[src/rtl/spas_pkg.sv]
`default_nettype none
package spas_pkg;

  localparam int NODES  = 8;
  localparam int IDX_W  = $clog2(NODES);
  localparam int ADDR_W = $clog2(NODES * NODES);
  localparam int WGT_W  = 10;
  localparam int DIST_W = 16;

  localparam logic [WGT_W-1:0]  NO_EDGE  = WGT_W'(1000);
  localparam logic [DIST_W-1:0] DIST_MAX = '1;

  localparam logic OP_WRITE = 1'b0;
  localparam logic OP_RUN   = 1'b1;

  typedef struct packed {
    logic             edge_wr;
    logic             init;
    logic             scan;
    logic             settle;
    logic             rd;
    logic             relax;
    logic             out_load;
    logic [IDX_W-1:0] cnt;
  } spas_cmd_t;

  typedef struct packed {
    logic best_found;
    logic out_free;
  } spas_sts_t;

endpackage
`default_nettype wire

[src/rtl/spas_ram.sv]
`default_nettype none
module spas_ram #(
  parameter int WIDTH = 8,
  parameter int DEPTH = 16
) (
  input  wire logic                     clk_i,
  input  wire logic                     we_i,
  input  wire logic [$clog2(DEPTH)-1:0] waddr_i,
  input  wire logic [WIDTH-1:0]         wdata_i,
  input  wire logic                     re_i,
  input  wire logic [$clog2(DEPTH)-1:0] raddr_i,
  output logic      [WIDTH-1:0]         rdata_o
);

  logic [WIDTH-1:0] mem_q [DEPTH];

  always_ff @(posedge clk_i) begin
    if (we_i) begin
      mem_q[waddr_i] <= wdata_i;
    end
    if (re_i) begin
      rdata_o <= mem_q[raddr_i];
    end
  end

endmodule
`default_nettype wire

[src/rtl/spas_ctrl.sv]
`default_nettype none
module spas_ctrl
  import spas_pkg::*;
(
  input  wire logic      clk_i,
  input  wire logic      rst_ni,
  input  wire logic      in_valid_i,
  input  wire logic      operation_i,
  output logic           in_ready_o,
  input  wire spas_sts_t sts_i,
  output spas_cmd_t      cmd_o
);

  localparam logic [2:0] ST_IDLE = 3'd0;
  localparam logic [2:0] ST_SCAN = 3'd1;
  localparam logic [2:0] ST_CHK  = 3'd2;
  localparam logic [2:0] ST_RD   = 3'd3;
  localparam logic [2:0] ST_UPD  = 3'd4;
  localparam logic [2:0] ST_OUT  = 3'd5;

  logic [2:0]       state_q, state_d;
  logic [IDX_W-1:0] cnt_q, cnt_d;
  logic             last;
  logic             accept;

  assign last       = (cnt_q == IDX_W'(NODES - 1));
  assign in_ready_o = (state_q == ST_IDLE);
  assign accept     = in_valid_i && in_ready_o;

  always_comb begin
    state_d = state_q;
    cnt_d   = cnt_q;
    cmd_o   = '0;
    cmd_o.cnt = cnt_q;
    unique case (state_q)
      ST_IDLE: begin
        if (accept) begin
          if (operation_i == OP_RUN) begin
            cmd_o.init = 1'b1;
            state_d    = ST_SCAN;
            cnt_d      = '0;
          end else begin
            cmd_o.edge_wr = 1'b1;
          end
        end
      end
      ST_SCAN: begin
        cmd_o.scan = 1'b1;
        if (last) begin
          state_d = ST_CHK;
        end else begin
          cnt_d = cnt_q + 1'b1;
        end
      end
      ST_CHK: begin
        cnt_d = '0;
        if (sts_i.best_found) begin
          cmd_o.settle = 1'b1;
          state_d      = ST_RD;
        end else begin
          state_d = ST_OUT;
        end
      end
      ST_RD: begin
        cmd_o.rd = 1'b1;
        state_d  = ST_UPD;
      end
      ST_UPD: begin
        cmd_o.relax = 1'b1;
        if (last) begin
          state_d = ST_SCAN;
          cnt_d   = '0;
        end else begin
          state_d = ST_RD;
          cnt_d   = cnt_q + 1'b1;
        end
      end
      ST_OUT: begin
        if (sts_i.out_free) begin
          cmd_o.out_load = 1'b1;
          if (last) begin
            state_d = ST_IDLE;
          end else begin
            cnt_d = cnt_q + 1'b1;
          end
        end
      end
      default: begin
        state_d = ST_IDLE;
      end
    endcase
  end

  always_ff @(posedge clk_i or negedge rst_ni) begin
    if (!rst_ni) begin
      state_q <= ST_IDLE;
      cnt_q   <= '0;
    end else begin
      state_q <= state_d;
      cnt_q   <= cnt_d;
    end
  end

  a_scan_runs: assert property (@(posedge clk_i) disable iff (!rst_ni)
    (state_q == ST_SCAN) && !last |=> (state_q == ST_SCAN))
    else $error("scan left early");

  a_out_free: assert property (@(posedge clk_i) disable iff (!rst_ni)
    cmd_o.out_load |-> sts_i.out_free)
    else $error("result loaded over a waiting item");

  a_rd_then_upd: assert property (@(posedge clk_i) disable iff (!rst_ni)
    cmd_o.rd |=> cmd_o.relax)
    else $error("weight read not followed by relax");

endmodule
`default_nettype wire

[src/rtl/spas_dp.sv]
`default_nettype none
module spas_dp
  import spas_pkg::*;
(
  input  wire logic              clk_i,
  input  wire logic              rst_ni,
  input  wire spas_cmd_t         cmd_i,
  output spas_sts_t              sts_o,
  input  wire logic [2:0]        row_node_i,
  input  wire logic [2:0]        col_node_i,
  input  wire logic [WGT_W-1:0]  edge_weight_i,
  input  wire logic [2:0]        source_node_i,
  output logic                   out_valid_o,
  input  wire logic              out_ready_i,
  output logic [2:0]             node_index_o,
  output logic [DIST_W-1:0]      path_length_o,
  output logic [2:0]             previous_node_o,
  output logic                   reachable_o,
  output logic                   last_o
);

  logic [DIST_W-1:0] dist_q [NODES];
  logic [IDX_W-1:0]  pred_q [NODES];
  logic [NODES-1:0]  settled_q;
  logic [NODES-1:0]  reached_q;

  logic [NODES*NODES-1:0] wvld_q;
  logic                   rd_vld_q;
  logic                   found_q;
  logic [IDX_W-1:0]       best_q;
  logic [DIST_W-1:0]      best_dist_q;
  logic                   out_valid_q;

  logic [IDX_W-1:0]  src;
  logic              wr_ok;
  logic [ADDR_W-1:0] waddr, raddr;
  logic [WGT_W-1:0]  rdata, weight;
  logic [DIST_W:0]   sum;
  logic [DIST_W-1:0] nd;
  logic              cand, relax_hit;

  // Out-of-range source clamps to the top node
  assign src = (int'(source_node_i) >= NODES) ? IDX_W'(NODES - 1) : IDX_W'(source_node_i);
  assign wr_ok = cmd_i.edge_wr && (int'(row_node_i) < NODES) && (int'(col_node_i) < NODES);
  assign waddr = ADDR_W'(int'(row_node_i) * NODES + int'(col_node_i));
  assign raddr = ADDR_W'(int'(best_q) * NODES + int'(cmd_i.cnt));

  spas_ram #(
    .WIDTH(WGT_W),
    .DEPTH(NODES * NODES)
  ) u_wgt_ram (
    .clk_i  (clk_i),
    .we_i   (wr_ok),
    .waddr_i(waddr),
    .wdata_i(edge_weight_i),
    .re_i   (cmd_i.rd),
    .raddr_i(raddr),
    .rdata_o(rdata)
  );

  // Never-written entries read as no edge
  assign weight = rd_vld_q ? rdata : NO_EDGE;
  assign sum    = {1'b0, best_dist_q} + (DIST_W + 1)'(weight);
  assign nd     = sum[DIST_W] ? DIST_MAX : sum[DIST_W-1:0];

  assign cand = reached_q[cmd_i.cnt] && !settled_q[cmd_i.cnt] &&
                ((cmd_i.cnt == '0) || !found_q || (dist_q[cmd_i.cnt] < best_dist_q));

  assign relax_hit = cmd_i.relax && !settled_q[cmd_i.cnt] && (weight < NO_EDGE) &&
                     (!reached_q[cmd_i.cnt] || (nd < dist_q[cmd_i.cnt]));

  always_ff @(posedge clk_i or negedge rst_ni) begin
    if (!rst_ni) begin
      wvld_q      <= '0;
      rd_vld_q    <= 1'b0;
      settled_q   <= '0;
      reached_q   <= '0;
      found_q     <= 1'b0;
      out_valid_q <= 1'b0;
    end else begin
      if (wr_ok) begin
        wvld_q[waddr] <= 1'b1;
      end
      if (cmd_i.rd) begin
        rd_vld_q <= wvld_q[raddr];
      end
      if (cmd_i.init) begin
        settled_q <= '0;
        reached_q <= {{(NODES-1){1'b0}}, 1'b1} << src;
      end
      if (cmd_i.scan) begin
        if (cmd_i.cnt == '0) begin
          found_q <= cand;
        end else if (cand) begin
          found_q <= 1'b1;
        end
      end
      if (cmd_i.settle) begin
        settled_q[best_q] <= 1'b1;
      end
      if (relax_hit) begin
        reached_q[cmd_i.cnt] <= 1'b1;
      end
      if (cmd_i.out_load) begin
        out_valid_q <= 1'b1;
      end else if (out_ready_i) begin
        out_valid_q <= 1'b0;
      end
    end
  end

  always_ff @(posedge clk_i) begin
    if (cmd_i.init) begin
      for (int i = 0; i < NODES; i++) begin
        dist_q[i] <= (IDX_W'(i) == src) ? '0 : DIST_MAX;
        pred_q[i] <= (IDX_W'(i) == src) ? src : '0;
      end
    end
    if (cmd_i.scan && cand) begin
      best_q      <= cmd_i.cnt;
      best_dist_q <= dist_q[cmd_i.cnt];
    end
    if (relax_hit) begin
      dist_q[cmd_i.cnt] <= nd;
      pred_q[cmd_i.cnt] <= best_q;
    end
    if (cmd_i.out_load) begin
      node_index_o    <= 3'(cmd_i.cnt);
      path_length_o   <= dist_q[cmd_i.cnt];
      previous_node_o <= 3'(pred_q[cmd_i.cnt]);
      reachable_o     <= reached_q[cmd_i.cnt];
      last_o          <= (cmd_i.cnt == IDX_W'(NODES - 1));
    end
  end

  assign sts_o.best_found = found_q;
  assign sts_o.out_free   = !out_valid_q || out_ready_i;
  assign out_valid_o      = out_valid_q;

  a_settle_found: assert property (@(posedge clk_i) disable iff (!rst_ni)
    cmd_i.settle |-> found_q && reached_q[best_q] && !settled_q[best_q])
    else $error("settling a node that is not a reached candidate");

  a_settle_sticks: assert property (@(posedge clk_i) disable iff (!rst_ni)
    cmd_i.settle |=> settled_q[$past(best_q)])
    else $error("settled flag not set");

endmodule
`default_nettype wire

[src/rtl/shortest_path_array_scan_core.sv]
// Channel  Handshake              Payload
// input    in_valid_i/in_ready_o  operation, row_node, col_node, edge_weight, source_node
// output   out_valid_o/out_ready_i node_index, path_length, previous_node, reachable, last
//
// An edge write is taken in the idle state; edge writes may arrive back to back.
// A run searches in rounds from the source (N = NODES):
// each round scans the distance array one node a cycle, then relaxes each neighbor
// in a read state and an update state, behind the registered weight RAM read.
// Then N results leave one per cycle, longer when out_ready_i is low.
// Reset clears the weight valid bits, so every edge reads as absent; no clearing pass.
// in_ready_o is low from the run item until its last result is loaded.
`default_nettype none
module shortest_path_array_scan_core
  import spas_pkg::*;
(
  input  wire logic              clk_i,
  input  wire logic              rst_ni,
  input  wire logic              in_valid_i,
  output logic                   in_ready_o,
  input  wire logic              operation_i,
  input  wire logic [2:0]        row_node_i,
  input  wire logic [2:0]        col_node_i,
  input  wire logic [WGT_W-1:0]  edge_weight_i,
  input  wire logic [2:0]        source_node_i,
  output logic                   out_valid_o,
  input  wire logic              out_ready_i,
  output logic [2:0]             node_index_o,
  output logic [DIST_W-1:0]      path_length_o,
  output logic [2:0]             previous_node_o,
  output logic                   reachable_o,
  output logic                   last_o
);

  spas_cmd_t cmd;
  spas_sts_t sts;

  spas_ctrl u_ctrl (
    .clk_i      (clk_i),
    .rst_ni     (rst_ni),
    .in_valid_i (in_valid_i),
    .operation_i(operation_i),
    .in_ready_o (in_ready_o),
    .sts_i      (sts),
    .cmd_o      (cmd)
  );

  spas_dp u_dp (
    .clk_i          (clk_i),
    .rst_ni         (rst_ni),
    .cmd_i          (cmd),
    .sts_o          (sts),
    .row_node_i     (row_node_i),
    .col_node_i     (col_node_i),
    .edge_weight_i  (edge_weight_i),
    .source_node_i  (source_node_i),
    .out_valid_o    (out_valid_o),
    .out_ready_i    (out_ready_i),
    .node_index_o   (node_index_o),
    .path_length_o  (path_length_o),
    .previous_node_o(previous_node_o),
    .reachable_o    (reachable_o),
    .last_o         (last_o)
  );

endmodule
`default_nettype wire

[config.mk]
export PLATFORM = sky130hd
export DESIGN_NAME = shortest_path_array_scan_core
export DESIGN_NICKNAME = d
export VERILOG_FILES = /design/src/rtl/spas_pkg.sv /design/src/rtl/spas_ram.sv /design/src/rtl/spas_ctrl.sv /design/src/rtl/spas_dp.sv /design/src/rtl/shortest_path_array_scan_core.sv
export SDC_FILE = /design/constraint.sdc
export NUM_CORES = 1
export LEC_CHECK = 0
export BUFFER_PORTS_ARGS = -buffer_cell sky130_fd_sc_hd__clkbuf_2
export CAP_MARGIN = 25
export CORE_MARGIN = 3
export CORE_UTILIZATION = 35
export CTS_CLUSTER_DIAMETER = 80
export DETAILED_ROUTE_END_ITERATION = 8
export GPL_TIMING_DRIVEN = 0
export PLACE_DENSITY = 0.47
export SYNTH_ARGS = -nofsm -noshare
export SYNTH_HDL_FRONTEND = slang
export SYNTH_SLANG_ARGS = --single-unit
[constraint.sdc]
create_clock -name clk_i -period 8.95 [get_ports clk_i]
set_clock_uncertainty 0.2 [all_clocks]
set_input_delay 1.3425 -clock clk_i [delete_from_list [all_inputs] [get_ports clk_i]]
set_output_delay 1.3425 -clock clk_i [all_outputs]
set_load 0.005 [all_outputs]
==> flow_metrics.env <==
export IMPL_cts_root_buf="clkbuf_16"
export IMPL_synth_edf_count=845
export IMPL_ant_nets=0
export IMPL_synth_compound_area_share_pct=12.35
export IMPL_holdBufCountCts=0
export IMPL_slew_headroom_pct=21.38
export IMPL_wl_met3_um=13940
export IMPL_grt_overflow=0
export IMPL_grt_pass1_vias=25160
export IMPL_critPathSlowestCell="buf_1"
export IMPL_synthXorXnorAreaFrac_pct=0.1375
export IMPL_tns_ps=0
export IMPL_via_per_inst=5.927
export IMPL_finalInstanceArea_sq_um=45390
export IMPL_cp_start_kind="flip-flop"
export IMPL_switching_share_pct=40.16
export IMPL_area_growth_pct=18.76
export IMPL_endpoint_kind="flip-flop"
export IMPL_power_density_nw_per_um2=344.5
export IMPL_timing_hold_worst_class="reg -> reg"
export IMPL_routed_wl_um=154600
export IMPL_synthMuxAreaShare_pct=3.908
export IMPL_grt_pass1_wl_um=209300
export IMPL_r2r_cells=18
export IMPL_path_max_fanout=19
export IMPL_endpoint="u_dp.dist_q[7][11]"
export IMPL_crit_type="reg -> reg"
export IMPL_met2_length_um=69970
export IMPL_synth_top_family_by_area="compound AO/OA/AOI/OAI gates"
export IMPL_crit_path_frequent_cell="buf_2"
export IMPL_hpwlAfterDp_um=109500
export IMPL_cts_buffers=102
export IMPL_clock_fmax_mhz=112.8
export IMPL_path_buf_inv=8
export IMPL_drc=0
export IMPL_setup_viol=0
export IMPL_synth_largest_area_cell="edfxtp_1"
export IMPL_clkPwrFrac_pct=27.9
export IMPL_yosys_warnings=0
export IMPL_avgSynthCellArea_sq_um=14.77
export IMPL_synth_adder_area_share_pct=1.460
export IMPL_hold_viol=0
export IMPL_mostFrequentLayoutCell="edfxtp_1"
export IMPL_startpoint="u_ctrl.cnt_q[2]"
export IMPL_num_vias=25780
export IMPL_cts_resized_gates=0
export IMPL_ys_flop_type="edfxtp_1"
export IMPL_hold_ws_ps=264.9
export IMPL_syn_inst=2588
export IMPL_row_count=120
export IMPL_slew_violations=0
export IMPL_rrSetupSlack_ps=90
export IMPL_cts_tree="done"
export IMPL_cp_arrival_ps=8970
export IMPL_cts_buffer_depth=3
export IMPL_r2r_end="u_dp.dist_q[7][11]"
export IMPL_final_cell_mix="edfxtp_1, a21oi_1, nor2_1"
export IMPL_p_leak_nw=15.71
export IMPL_cp_cell_sequence="buf_2 -> buf_2 -> and3_1 -> clkbuf_1 -> buf_2 -> buf_2 -> buf_1 -> a22oi_1 -> and4_1 -> ha_1 -> a2111oi_0 -> o31ai_1 -> a21o_1 -> a211oi_4 -> buf_6 -> buf_6 -> nand2_2 -> nand2_1"
export IMPL_clk_latency_ps=700
export IMPL_rsz0062_at_grt="false"
export IMPL_die_x_um=336.5
export IMPL_intPower_mw=9.357
export IMPL_place_area_sq_um=41790
export IMPL_syn_cell_area_sq_um=38220
export IMPL_fp_dieArea_sq_um=113200
export IMPL_first_iter_violations=3200
export IMPL_status="completed"
export IMPL_core_area_sq_um=107700
export IMPL_period_minus_slack_ps=8862
export IMPL_fin_crit_sh_pct=99.02
export IMPL_async_flop_share_pct=9.529
export IMPL_syn_num_nets=2656
export IMPL_ys_ff_latch=934
export IMPL_wl_per_cell_um=35.53
export IMPL_top_layer="met4"
export IMPL_power_total_mw=15.64
export IMPL_post_cts_buffers=0
export IMPL_clk_transition_reported_paths_ps=60
export IMPL_wl_met1_um=61700
export IMPL_track_usage_pct=27.09
export IMPL_yosys_area_top_type_share_pct=66.38
export IMPL_max_slew_worst_pin_slew_ps=1175
export IMPL_p_sw_mw=6.280
export IMPL_fill_cells=9752
export IMPL_portBuffers=43
export IMPL_gp_congestion=1.071
export IMPL_die_h_um=336.5
export IMPL_p_comb_share_pct=38.9
export IMPL_start_util_pct=35.51
export IMPL_yosysSeqAreaShare_pct=72.21
export IMPL_synth_distinct_cells=72
export IMPL_antenna_found_initial=6
export IMPL_cp_required_ps=9060
export IMPL_grt_max_degree=90
export IMPL_clock_sinks=934
export IMPL_yosys_area_share_simple_pct=7.277
export IMPL_cap_violations=0
export IMPL_synth_area_leaders="edfxtp_1, dfrtp_1, a22oi_1, a21oi_1, mux2i_1"
export IMPL_drive_gt1_share_pct=18.19
export IMPL_max_stage_delay_ps=850
export IMPL_drt_pass1_iter_count=7
export IMPL_power_frac_seq_pct=33.2
export IMPL_path_depth=18
export IMPL_critical_path_top_delay_family="buffers and inverters"
export IMPL_rr_startpoint="u_ctrl.cnt_q[2]"
export IMPL_finalNetCount=2922
export IMPL_ios=50
export IMPL_vdd_drop_max_uv=232.2
export IMPL_cts_max_level=3
area by class of cell:
cell class	instances	area, sq um	share of cell area (%)
Timing Repair Buffer	162	1883	4.148
Tap cell	1403	1755	3.867
Sequential cell	934	27600	60.80
Inverter	57	214.0	0.4713
Clock inverter	47	550.5	1.213
Multi-Input combinational cell	1428	9643	21.24
Buffer	169	807.0	1.778
Clock buffer	144	2924	6.442
Antenna cell	6	15.01	0.03308
Yosys cell counts (all sizes together) (23+ instances only):
library cell  instances
nand2               151
nand4                25
a221oi               60
nor2                159
a22oi               151
mux2i                75
inv                  57
clkbuf               84
or2                  66
nand3                51
mux2                 26
buf                  85
edfxtp              845
nor3                 23
ha                   43
a22o                 25
a21oi               184
o21ai                93
a31oi                78
dfrtp                89
metal layers:
| metal | vias to the layer above | global-route usage, % |
|---|---|---|
| met5 | - | 0 |
| met4 | 0 | 13.22 |
| met3 | 352 | 5.771 |
| met2 | 1487 | 42.47 |
| met1 | 13250 | 35.89 |
| li1 | 10700 | - |
how the worst min path moves through the flow:
stage | from | endpoint | slack, ps | cells past startpoint
after floorplan | u_dp.wvld_q[23] | u_dp.wvld_q[23] | 230 | 1
after global placement | u_dp.wvld_q[23] | u_dp.wvld_q[23] | 250 | 1
after detailed placement | u_dp.wvld_q[23] | u_dp.wvld_q[23] | 250 | 1
after CTS | u_dp.wvld_q[23] | u_dp.wvld_q[23] | 270 | 1
after global routing | u_dp.wvld_q[33] | u_dp.wvld_q[33] | 270 | 1
final | u_dp.wvld_q[23] | u_dp.wvld_q[23] | 260 | 1
sequential cells by signal, summed over array words and instances, names as in the netlist, 3 cells and up:
name / count
u_dp.wvld_q: 64
u_dp.reached_q: 8
u_dp.best_dist_q: 16
u_dp.settled_q: 8
u_dp.u_wgt_ram.rdata_o: 10
u_dp.u_wgt_ram.mem_q: 640
u_ctrl.cnt_q: 3
u_dp.path_length_o: 16
u_dp.previous_node_o: 3
u_dp.dist_q: 128
u_ctrl.state_q: 3
u_dp.node_index_o: 3
u_dp.pred_q: 24
u_dp.best_q: 3
through the flow:
step                      instances  worst slack [ps]  utilization [%]
after floorplan                2588              3358                -
after global placement         4034            -48.57            37.34
after detailed placement       4147             242.2            38.82
after CTS                      4338             224.7            42.05
after global routing           4344            0.4112            42.15
final                          4350             87.99            42.17
power groups by stage:
stage,sequential (mW),combinational (mW),clock [mW]
finish,5.19,6.08,4.36
global route,5.21,6.31,4.59
CTS,5.19,5.98,4.41
detailed placement,5.28,5.96,0
global placement,5.29,5.57,0
floorplan,5.23,2.78,0
cell families (layout without fill, tap and decap cells):
family | count (synthesis) | count (layout)
AO/OA/AOI/OAI | 692 | 692
XOR/XNOR | 6 | 6
adder cells (fa/ha/maj) | 44 | 44
buffers and inverters | 226 | 579
flip-flops | 934 | 934
multiplexers | 121 | 121
other | 0 | 6
AND/OR/NAND/NOR | 565 | 565
(Power assumes the default switching activity.)
